### src/rtl/nearest_neighbour_route_order_defines.svh
// ----------------------------------------------------------------------------
// nearest neighbour route order - assertion macros
// shared helpers for concurrent checks on i_clk with synchronous i_rst_n
// ----------------------------------------------------------------------------
`ifndef NEAREST_NEIGHBOUR_ROUTE_ORDER_DEFINES_SVH
`define NEAREST_NEIGHBOUR_ROUTE_ORDER_DEFINES_SVH

// same-cycle implication
`define NNRO_ASSERT_NOW(lbl, ante, cons, msg) \
    lbl: assert property (@(posedge i_clk) disable iff (!i_rst_n) (ante) |-> (cons)) \
        else $error(msg);

// next-cycle implication
`define NNRO_ASSERT_NEXT(lbl, ante, cons, msg) \
    lbl: assert property (@(posedge i_clk) disable iff (!i_rst_n) (ante) |=> (cons)) \
        else $error(msg);

`endif

### src/rtl/nnro_pkg.sv
// ----------------------------------------------------------------------------
// nnro_pkg
// shared types and constants of the nearest neighbour route order block
// ----------------------------------------------------------------------------
package nnro_pkg;

    // width of the point index result field
    localparam int IDX_OUT_W = 6;

    // operations of the shared squared distance unit
    typedef enum logic [1:0] {
        DOP_HOLD   = 2'd0,
        DOP_FIRST  = 2'd1,
        DOP_SECOND = 2'd2
    } t_dist_op;

endpackage

### src/rtl/nnro_point_store.sv
// ----------------------------------------------------------------------------
// nnro_point_store
// point memory: one write port, one registered read port, x and y per entry
// ----------------------------------------------------------------------------
module nnro_point_store
    import nnro_pkg::*;
#(
    parameter int POINT_COUNT = 64,
    parameter int COORD_WIDTH = 16
) (
    input  logic                                  i_clk,
    input  logic                                  i_we,
    input  logic [$clog2(POINT_COUNT)-1:0]        i_waddr,
    input  logic signed [COORD_WIDTH-1:0]         i_wx,
    input  logic signed [COORD_WIDTH-1:0]         i_wy,
    input  logic [$clog2(POINT_COUNT)-1:0]        i_raddr,
    output logic signed [COORD_WIDTH-1:0]         o_rd_x,
    output logic signed [COORD_WIDTH-1:0]         o_rd_y
);

    logic [2*COORD_WIDTH-1:0] mem [POINT_COUNT];
    logic [2*COORD_WIDTH-1:0] r_rd;

    always_ff @(posedge i_clk) begin
        if (i_we) begin
            mem[i_waddr] <= {i_wx, i_wy};
        end
        r_rd <= mem[i_raddr];
    end

    assign o_rd_x = r_rd[2*COORD_WIDTH-1:COORD_WIDTH];
    assign o_rd_y = r_rd[COORD_WIDTH-1:0];

endmodule

### src/rtl/nnro_sq_dist.sv
// ----------------------------------------------------------------------------
// nnro_sq_dist
// shared squarer: one axis per cycle unless i_op holds, sum of both squares on o_dist
// ----------------------------------------------------------------------------
module nnro_sq_dist
    import nnro_pkg::*;
#(
    parameter int COORD_WIDTH = 16
) (
    input  logic                          i_clk,
    input  t_dist_op                      i_op,
    input  logic signed [COORD_WIDTH-1:0] i_a,
    input  logic signed [COORD_WIDTH-1:0] i_b,
    output logic [2*COORD_WIDTH:0]        o_dist
);

    logic signed [COORD_WIDTH:0] diff;
    logic [COORD_WIDTH:0]        neg;
    logic [COORD_WIDTH-1:0]      mag;
    logic [2*COORD_WIDTH-1:0]    sq;
    logic [2*COORD_WIDTH-1:0]    r_prod;
    logic [2*COORD_WIDTH-1:0]    r_acc;

    // exact absolute difference, fits in COORD_WIDTH bits unsigned
    assign diff = {i_a[COORD_WIDTH-1], i_a} - {i_b[COORD_WIDTH-1], i_b};
    assign neg  = -diff;
    assign mag  = diff[COORD_WIDTH] ? neg[COORD_WIDTH-1:0] : diff[COORD_WIDTH-1:0];
    assign sq   = mag * mag;

    always_ff @(posedge i_clk) begin
        case (i_op)
            DOP_HOLD: begin
            end
            DOP_FIRST: begin
                r_prod <= sq;
            end
            DOP_SECOND: begin
                r_acc  <= r_prod;
                r_prod <= sq;
            end
            default: begin
            end
        endcase
    end

    assign o_dist = {1'b0, r_acc} + {1'b0, r_prod};

endmodule

### src/rtl/nearest_neighbour_route_order.sv
// ----------------------------------------------------------------------------
// nearest_neighbour_route_order
// greedy nearest neighbor visiting order over a loaded set of planar points
// ----------------------------------------------------------------------------
// usage
//   points go in on i_x_coord / i_y_coord, one item per cycle in which start
//   is high and busy is low; the item with i_is_last high closes the set
//   a loading item gives no result; points beyond POINT_COUNT are
//   dropped, a closing item still starts the ordering
//   after the closing item the block is busy and orders the N held points:
//   each route step scans all held points with one shared squaring unit,
//   an unvisited point going through read, square x, square y and compare,
//   a visited one through read alone, and then emits the chosen point
//   results come out on o_point_index / o_last_visit with a one-cycle o_valid
//   strobe, one per held point in visiting order, o_last_visit on the last;
//   the receiver cannot stall, so nothing waits for it
//   the first point is the one nearest the origin, ties go to the lowest
//   load index; busy falls in the cycle of the final strobe
//   reset (synchronous, active low) empties the set and clears visited flags;
//   the point memory itself is not cleared, only written entries are read
// ----------------------------------------------------------------------------
`include "nearest_neighbour_route_order_defines.svh"

module nearest_neighbour_route_order
    import nnro_pkg::*;
#(
    parameter int POINT_COUNT = 64,
    parameter int COORD_WIDTH = 16
) (
    input  logic                          i_clk,
    input  logic                          i_rst_n,
    input  logic                          start,
    output logic                          busy,
    input  logic signed [COORD_WIDTH-1:0] i_x_coord,
    input  logic signed [COORD_WIDTH-1:0] i_y_coord,
    input  logic                          i_is_last,
    output logic                          o_valid,
    output logic [IDX_OUT_W-1:0]          o_point_index,
    output logic                          o_last_visit
);

    localparam int IDX_W  = $clog2(POINT_COUNT);
    localparam int CNT_W  = $clog2(POINT_COUNT + 1);
    localparam int DIST_W = 2 * COORD_WIDTH + 1;

    typedef enum logic [2:0] {
        S_IDLE,
        S_READ,
        S_SQ_X,
        S_SQ_Y,
        S_CMP,
        S_EMIT
    } t_state;

    t_state                   r_state;
    logic [POINT_COUNT-1:0]   r_visited;
    logic [CNT_W-1:0]         r_loaded;
    logic [CNT_W-1:0]         r_visit;
    logic [IDX_W-1:0]         r_idx;
    logic                     r_found;
    logic signed [COORD_WIDTH-1:0] r_cur_x;
    logic signed [COORD_WIDTH-1:0] r_cur_y;
    logic                     r_o_valid;
    logic [IDX_OUT_W-1:0]     r_o_index;
    logic                     r_o_last;

    // best candidate of the current scan (payload, no reset)
    logic [IDX_W-1:0]              r_best;
    logic [DIST_W-1:0]             r_best_d;
    logic signed [COORD_WIDTH-1:0] r_best_x;
    logic signed [COORD_WIDTH-1:0] r_best_y;

    logic                          w_accept;
    logic                          w_we;
    logic signed [COORD_WIDTH-1:0] w_rd_x;
    logic signed [COORD_WIDTH-1:0] w_rd_y;
    t_dist_op                      w_op;
    logic signed [COORD_WIDTH-1:0] w_a;
    logic signed [COORD_WIDTH-1:0] w_b;
    logic [DIST_W-1:0]             w_dist;
    logic                          w_idx_last;
    logic                          w_final;
    logic                          w_better;

    assign busy     = (r_state != S_IDLE);
    assign w_accept = start && !busy;
    // store a point only while there is room
    assign w_we     = w_accept && (r_loaded < CNT_W'(POINT_COUNT));

    nnro_point_store #(
        .POINT_COUNT (POINT_COUNT),
        .COORD_WIDTH (COORD_WIDTH)
    ) u_store (
        .i_clk   (i_clk),
        .i_we    (w_we),
        .i_waddr (r_loaded[IDX_W-1:0]),
        .i_wx    (i_x_coord),
        .i_wy    (i_y_coord),
        .i_raddr (r_idx),
        .o_rd_x  (w_rd_x),
        .o_rd_y  (w_rd_y)
    );

    // one squarer serves both axes: x in S_SQ_X, y in S_SQ_Y
    always_comb begin
        case (r_state)
            S_SQ_X:  w_op = DOP_FIRST;
            S_SQ_Y:  w_op = DOP_SECOND;
            default: w_op = DOP_HOLD;
        endcase
    end

    assign w_a = (r_state == S_SQ_Y) ? w_rd_y : w_rd_x;
    assign w_b = (r_state == S_SQ_Y) ? r_cur_y : r_cur_x;

    nnro_sq_dist #(
        .COORD_WIDTH (COORD_WIDTH)
    ) u_dist (
        .i_clk  (i_clk),
        .i_op   (w_op),
        .i_a    (w_a),
        .i_b    (w_b),
        .o_dist (w_dist)
    );

    assign w_idx_last = (CNT_W'(r_idx) == (r_loaded - CNT_W'(1)));
    assign w_final    = ((r_visit + CNT_W'(1)) == r_loaded);
    // strict compare keeps the lowest index on a tie
    assign w_better   = !r_found || (w_dist < r_best_d);

    always_ff @(posedge i_clk) begin
        if (!i_rst_n) begin
            r_state   <= S_IDLE;
            r_visited <= '0;
            r_loaded  <= '0;
            r_visit   <= '0;
            r_idx     <= '0;
            r_found   <= 1'b0;
            r_cur_x   <= '0;
            r_cur_y   <= '0;
            r_o_valid <= 1'b0;
            r_o_index <= '0;
            r_o_last  <= 1'b0;
        end else begin
            r_o_valid <= 1'b0;
            case (r_state)
                S_IDLE: begin
                    if (w_accept) begin
                        if (w_we) begin
                            r_loaded <= r_loaded + CNT_W'(1);
                        end
                        if (i_is_last) begin
                            r_idx   <= '0;
                            r_found <= 1'b0;
                            r_state <= S_READ;
                        end
                    end
                end
                S_READ: begin
                    // visited points are skipped without touching the squarer
                    if (r_visited[r_idx]) begin
                        if (w_idx_last) begin
                            r_state <= S_EMIT;
                        end else begin
                            r_idx <= r_idx + IDX_W'(1);
                        end
                    end else begin
                        r_state <= S_SQ_X;
                    end
                end
                S_SQ_X: begin
                    r_state <= S_SQ_Y;
                end
                S_SQ_Y: begin
                    r_state <= S_CMP;
                end
                S_CMP: begin
                    if (w_better) begin
                        r_found <= 1'b1;
                    end
                    if (w_idx_last) begin
                        r_state <= S_EMIT;
                    end else begin
                        r_idx   <= r_idx + IDX_W'(1);
                        r_state <= S_READ;
                    end
                end
                S_EMIT: begin
                    r_o_valid <= 1'b1;
                    r_o_index <= IDX_OUT_W'(r_best);
                    r_o_last  <= w_final;
                    if (w_final) begin
                        // set done: back to an empty set at the origin
                        r_visited <= '0;
                        r_loaded  <= '0;
                        r_visit   <= '0;
                        r_cur_x   <= '0;
                        r_cur_y   <= '0;
                        r_state   <= S_IDLE;
                    end else begin
                        r_visited[r_best] <= 1'b1;
                        r_visit   <= r_visit + CNT_W'(1);
                        r_cur_x   <= r_best_x;
                        r_cur_y   <= r_best_y;
                        r_idx     <= '0;
                        r_found   <= 1'b0;
                        r_state   <= S_READ;
                    end
                end
                default: begin
                    r_state <= S_IDLE;
                end
            endcase
        end
    end

    always_ff @(posedge i_clk) begin
        if ((r_state == S_CMP) && w_better) begin
            r_best   <= r_idx;
            r_best_d <= w_dist;
            r_best_x <= w_rd_x;
            r_best_y <= w_rd_y;
        end
    end

    assign o_valid       = r_o_valid;
    assign o_point_index = r_o_index;
    assign o_last_visit  = r_o_last;

    `NNRO_ASSERT_NEXT(a_close_starts_scan, w_accept && i_is_last, r_state == S_READ, "closing item did not start the scan")
    `NNRO_ASSERT_NOW(a_final_frees_block, o_valid && o_last_visit, !busy, "block still busy after final result")
    `NNRO_ASSERT_NOW(a_emit_unvisited, r_state == S_EMIT, r_found && !r_visited[r_best], "emitting a visited or missing point")
    `NNRO_ASSERT_NOW(a_visit_bound, 1'b1, r_visit <= r_loaded, "more visits than loaded points")

endmodule
### config.mk
export PLATFORM = sky130hd
export DESIGN_NAME = nearest_neighbour_route_order
export DESIGN_NICKNAME = d
export VERILOG_FILES = /design/src/rtl/nnro_pkg.sv /design/src/rtl/nnro_point_store.sv /design/src/rtl/nnro_sq_dist.sv /design/src/rtl/nearest_neighbour_route_order.sv
export VERILOG_INCLUDE_DIRS = /design/src /design/src/rtl
export SDC_FILE = /design/constraint.sdc
export NUM_CORES = 2
export LEC_CHECK = 0
export BUFFER_PORTS_ARGS = -buffer_cell sky130_fd_sc_hd__buf_4
export CAP_MARGIN = 20
export CORE_AREA = 2 2 501 503
export DETAILED_ROUTE_END_ITERATION = 7
export DIE_AREA = 0 0 503 505
export SYNTH_ARGS = -nofsm -noshare
export SYNTH_HDL_FRONTEND = slang
export SYNTH_HIERARCHICAL = 1
export SYNTH_SLANG_ARGS = --single-unit
### constraint.sdc
create_clock -name i_clk -period 16.2 [get_ports i_clk]
set_clock_uncertainty 0.05 [all_clocks]
set_input_delay 2.43 -clock i_clk [delete_from_list [all_inputs] [get_ports i_clk]]
set_output_delay 2.43 -clock i_clk [all_outputs]
set_load 0.01 [all_outputs]
### Word-level counts from Yosys, hierarchy flattened

Memory sizes are Yosys's and may differ from the RTL's. A register that Yosys moved wholly into a read port is not among the register bits.
Cells that the tools add are included.

* flip-flop bits (word level): 263
* latch bits: 0
* memory bits (writable): 2048
* memory bits (read-only): 0
* input bits: 36
* output and inout bits: 9
* logic and storage cells: 103
* memories kept: 1

* add/subtract/negate cells: 7
* multiply operators: 1
* divide/modulo/power cells: 0
* order comparisons: 5
* eq/ne operators: 17
* shift-type cells: 0
* multiplexer cells: 37
* bitwise gates (word level): 1
* reductions and logical operators: 17

Memories
* u_store.mem: words 64, bits a word 32, read ports 1, clocked after memory_dff 1, write ports 1, line nnro_point_store.sv:21 `logic [2*COORD_WIDTH-1:0] mem [POINT_COUNT];`

Operator list (count)
* two-way mux 16 bit: 5
* two-way mux 64 bit: 1
* OR 64 bit: 1
* adder 32 x 32 -> 33 bit: 1
* < comparator 33 bit: 1
* multiplier 16 x 16 -> 32 bit: 1
* two-way mux 6 bit: 5
* two-way mux 7 bit: 4
* case mux 6 bit (4 select lines): 1
* case mux 3 bit (6 select lines): 1
* subtractor 16 x 16 -> 17 bit: 1
* negation 16 bit: 1
* two-way mux 3 bit: 5
* adder 7 x 1 -> 7 bit, second input constant: 2
* < comparator 6 x 7 -> 1 bit, second input constant: 2
* case mux 7 bit (2 select lines): 1
* inequality test 2 bit, second input constant: 6
* two-way mux 1 bit: 10
* AND reduction 5 bit: 2
* equality test 6 x 7 -> 1 bit: 1
* equality test 7 bit: 1
* < comparator 7 bit, second input constant: 1
* subtractor 7 x 1 -> 7 bit, second input constant: 1
* adder 6 x 1 -> 6 bit, second input constant: 1
* 22 further kinds: 29

### Longest topological paths before layout

* depth in word-level cells: 7
* gate-level depth with buffers: 44
* gate-level depth less buffers: 41

### Cells and area by module

Netlist, hierarchy kept.

Modules (own cells, without submodules)
* nnro_point_store: instances 1, cells an instance 3324, area an instance 78515.3 um2, seq. area each 62139.6 um2
* nnro_sq_dist: instances 1, cells an instance 1230, area an instance 11375.9 um2, seq. area each 1861.8 um2
* nearest_neighbour_route_order: instances 1, cells an instance 906, area an instance 9165.0 um2, seq. area each 4694.5 um2

### Worst setup path after synthesis

Ideal clock, no wire load.

* path kind: register to register
* start: register r_state[0]
* end: register u_dist.r_prod[30] (data pin)
* setup time: 0.279 ns
* data arrival time: 10.222 ns
* data required time: 15.871 ns
* setup slack: 5.649 ns
* cell stages (with the launch flop): 44
* buffers on the path: 3
* period minus slack after synthesis: 10.551 ns
* cells stage by stage: dfxtp_1 -> clkbuf_1 -> nor2b_1 -> nand2_1 -> clkbuf_1 -> mux2_2 -> ha_1 -> inv_1 -> fa_1 -> a21oi_1 -> o211ai_1 -> o21ai_1 -> o21bai_1 -> a211oi_1 -> mux2i_1 -> clkbuf_1 -> nor2_1 -> xor2_1 -> [... 8 more ...] -> inv_1 -> fa_1 -> inv_1 -> fa_1 -> inv_1 -> fa_1 -> inv_1 -> ha_1 -> a21o_1 -> a21o_1 -> a21o_1 -> a221oi_1 -> o21ai_0 -> a22oi_1 -> nor2_1 -> a2111o_1 -> and3_1 -> or4b_2

* cells in the longest elaborated chain, start to end: 6
* elaborated cells between the ends (all ways): 7
* classes of those cells: 2 x add/sub; 1 x mul; 1 x eq/ne; 3 x mux

Ends and longest elaborated chain
* start, declared: line nearest_neighbour_route_order.sv:55 `t_state r_state;`
* start signal, assigned: line nearest_neighbour_route_order.sv:133 `r_state <= S_IDLE;`
* start signal, assigned: line nearest_neighbour_route_order.sv:155 `r_state <= S_READ;`
* start signal, assigned: line nearest_neighbour_route_order.sv:163 `r_state <= S_EMIT;`
* equality test 3 x 2 -> 1 bit *: line nearest_neighbour_route_order.sv:114 `assign w_b = (r_state == S_SQ_Y) ? r_cur_y : r_cur_x;`
* two-way mux 16 bit *: line nearest_neighbour_route_order.sv:114
* via w_b[0]: line nearest_neighbour_route_order.sv:79 `logic signed [COORD_WIDTH-1:0] w_b;`
* subtractor 16 x 16 -> 17 bit *: line nnro_sq_dist.sv:25 `assign diff = {i_a[COORD_WIDTH-1], i_a} - {i_b[COORD_WIDTH-1], i_b};`
* negation 16 bit: line nnro_sq_dist.sv:26 `assign neg = -diff;`
* two-way mux 16 bit *: line nnro_sq_dist.sv:27 `assign mag = diff[COORD_WIDTH] ? neg[COORD_WIDTH-1:0] : diff[COORD_WIDTH-1:0];`
* multiplier 16 x 16 -> 32 bit *: line nnro_sq_dist.sv:28 `assign sq = mag * mag;`
* via u_dist.sq[30]: line nnro_sq_dist.sv:20 `logic [2*COORD_WIDTH-1:0] sq;`
* end signal, assigned: line nnro_sq_dist.sv:35 `r_prod <= sq;`
* end signal, assigned: line nnro_sq_dist.sv:39 `r_prod <= sq;`
* end, declared: line nnro_sq_dist.sv:21 `logic [2*COORD_WIDTH-1:0] r_prod;`

Mark *: on every way through the listed nets, which the timed path passes. The rest lies on a longest branch.
A chain may end at the register's enable or synchronous reset.

### Worst setup path in the final report

* start: register r_state[2]
* end: register u_dist.r_prod[30] (data pin)

* cells in the longest elaborated chain, start to end: 6
* elaborated cells between the ends (all ways): 7
* classes of those cells: 2 x add/sub; 1 x mul; 1 x eq/ne; 3 x mux

Ends and longest elaborated chain
* equality test 3 x 2 -> 1 bit *: line nearest_neighbour_route_order.sv:113 `assign w_a = (r_state == S_SQ_Y) ? w_rd_y : w_rd_x;`
* two-way mux 16 bit *: line nearest_neighbour_route_order.sv:113
* via w_a[0]: line nearest_neighbour_route_order.sv:78 `logic signed [COORD_WIDTH-1:0] w_a;`
* subtractor 16 x 16 -> 17 bit *: line nnro_sq_dist.sv:25
* negation 16 bit: line nnro_sq_dist.sv:26
* two-way mux 16 bit *: line nnro_sq_dist.sv:27
* multiplier 16 x 16 -> 32 bit *: line nnro_sq_dist.sv:28
* via u_dist.sq[30]: line nnro_sq_dist.sv:20

Marked as above.

==> flow_summary.toml <==
[timing]
rsz0062_at_grt = "false"
finalSetupViolations = 0
max_freq_ghz = 0.0815
period_minus_slack_ns = 12.27
finalSetupTns_ns = 0
slew_headroom_pct = 20.4
hold_viol = 0
period_share_pct = 75.7
setup_slack_ns = 3.93
drv_slew = 0
tightest_slew_ns = 1.19

[detailed_routing]
wl_per_cell_um = 27.0
drc_errors = 0
dr_wl_met2_mm = 119
drt_first_pass_iters = 6
wl_met3_mm = 17.4
wl_met1_mm = 105
dr_total_vias = 51100
routed_wl_mm = 247
avgViaCountPerCell = 5.58
first_iter_violations = 5127
antenna_left = 0
top_layer_used = "met5"

[layout]
seqCellArea_um2 = 68700
final_cells = 9150
final_util_pct = 44.9
multi_input_area_um2 = 28400
drive_gt1_share_pct = 20.8
n_fill_cell = 21200
nets = 5990
syn_to_final_growth_pct = 12.4

[synthesis]
yosys.area.top_type = "edfxtp_1"
yosysSeqAreaShare_pct = 69.4
yosysWarnings = 6
syn_area_um2 = 99100
async_reset_ff_share_pct = 0
syn_avg_cell_area_um2 = 18.1
synth_top_area_share_pct = 66.1
ys_top_cells_by_count = "edfxtp_1, mux4_2, nor2_1"
synth_ff_type = "edfxtp_1"
synth_cell_types = 95
synthTopCellsByArea = "edfxtp_1, mux4_2, fa_1"
synth-edff-count = 2181
synth_nets = 5840
ys_ff_latch = 2341
synthCells = 5460
synth_most_common_cell = "edfxtp_1"

[critical_path]
setup.worst_path.start = "r_state[2]"
crit_required_ns = 16.74
slowest_delay_ns = 0.88
crit_type = "flop to flop"
crit_slowest_cell = "xor2_1"
cp_max_fo = 34
timing.rr.start = "r_state[2]"
end_kind = "flop"
arrival_ns = 12.81
critPathLaunchType = "flop"
cp_common_cell = "inv_1"

[cts]
clockBufferDepth = 3
cts_sinks = 2341
clk_pin_slew_worst_paths_ns = 0.06
post_cts_buffers = 0
holdBufCountCts = 0
cts-root-buf = "clkbuf_16"
numCtsBuffers = 230
cts-htree-levels = 4
cts_tree = "built"
cts_resized = 0
clock_latency_ns = 0.89

[placed_design]
place_ws_ns = 4.10
place_congestion = 0.830
placed_cells = 8704
dp.final_hpwl_mm = 141
io_buffers = 44

[min_path]
hp-class = "flop to flop"
holdCritStartpoint = "u_store/r_rd[14]"

[grt]
grt_pass1_wl_mm = 361
first_global_vias = 52500
grt_start_max_net_pins = 93
track_usage_pct = 19.5
antenna_found_initial = 19
grt_overflow_total = 0

[die]
die_h_um = 505
num_rows = 183
boundaryPins = 45
die_w_um = 503
initial_utilization_pct = 39.9
core-area_um2 = 248000
dieArea_um2 = 254000

[job]
maxCapViolations = 0

[status]
outcome = "complete, no violations"
[layout make-up]
type	count	area share [%]
tap	3330	3.74
sequential	2341	61.7
clock inverter	148	1.21
clock buffer	286	5.46
timing repair buffer	175	1.22
inverter	336	1.13
multi-input combinational	2526	25.5
antenna	8	0.0180
[critical path, delay by kind of cell (launching register included)]
kind,cells,cell delay [ns]
muxes,2,0.48
adders and majority gates,9,3.49
DFF,1,0.55
xor gates and xnor gates,1,0.88
buffers and inverters,12,1.65
and+or+nand+nor,7,1.62
AOI/OAI and AO/OA,12,3.24
[cells in the final DEF, fill, tap and decap left out, types with 10 or more instances in the layout]
master / instances
nand3b_1: 10
nand2b_1: 26
clkinv_1: 67
ha_1: 181
nor3_1: 32
dfxtp_1: 155
xnor2_1: 63
nor2b_1: 36
bufinv_16: 16
o221ai_1: 30
or3_1: 13
mux4_2: 555
nand2_1: 183
nor2_1: 283
buf_4: 168
nand4_1: 12
nand3_1: 61
and3_1: 21
clkbuf_16: 232
a22oi_1: 14
o21ai_0: 37
fa_1: 163
mux2i_1: 101
mux2_2: 39
edfxtp_1: 2181
clkinvlp_4: 11
a21oi_1: 226
o21a_1: 14
xor2_1: 35
a31oi_1: 19
a21o_1: 46
inv_1: 327
clkinv_2: 40
o22ai_1: 92
nor2_4: 62
clkbuf_1: 47
[state kept, by name, summed over array words and instances (netlist names), 16 cells and up]
name / flops
r_best_d: 33
r_best_x: 16
r_best_y: 16
r_cur_x: 16
r_cur_y: 16
r_visited: 64
u_dist/r_acc: 31
u_dist/r_prod: 31
u_store/mem: 2048
u_store/r_rd: 32
[routing by layer]
layer  vias to the layer above  track usage, %
li1                      21800               -
met1                     27200            27.2
met2                      1765            31.5
met3                       281            3.61
met4                         8            4.84
met5                         -               0
[path summary, 6_finish.rpt]
kind         slack [ns]  depth (start not counted)                end
max                3.93                         43  u_dist/r_prod[30]
min                0.39                          0       r_best_y[14]
max reg2reg        3.93                         43  u_dist/r_prod[30]
min reg2reg        0.39                          0       r_best_y[14]
[kinds of logic (layout without fill, tap and decap cells)]
| group | count (synthesis) | count (layout) | synth area share (%) |
|---|---|---|---|
| flops | 2341 | 2341 | 69.4 |
| simple gates | 812 | 812 | 3.80 |
| mux | 699 | 699 | 14.2 |
| buf+inv | 593 | 945 | 2.51 |
| compound gates | 570 | 570 | 3.67 |
| fa+ha+maj | 344 | 344 | 5.58 |
| xor+xnor | 101 | 101 | 0.922 |
| other cells | 0 | 8 | 0 |
[through the flow]
stage	hold slack [ns]	area, um2
2_1_floorplan	0.353	99100
3_3_place_gp	0.371	104000
3_5_place_dp	0.376	104000
4_1_cts	0.392	111000
5_1_grt	0.411	111000
6_report	0.385	111000
Power is not shown: default switching activity piles up to over one toggle a cycle in this logic, so the estimate is an artifact.
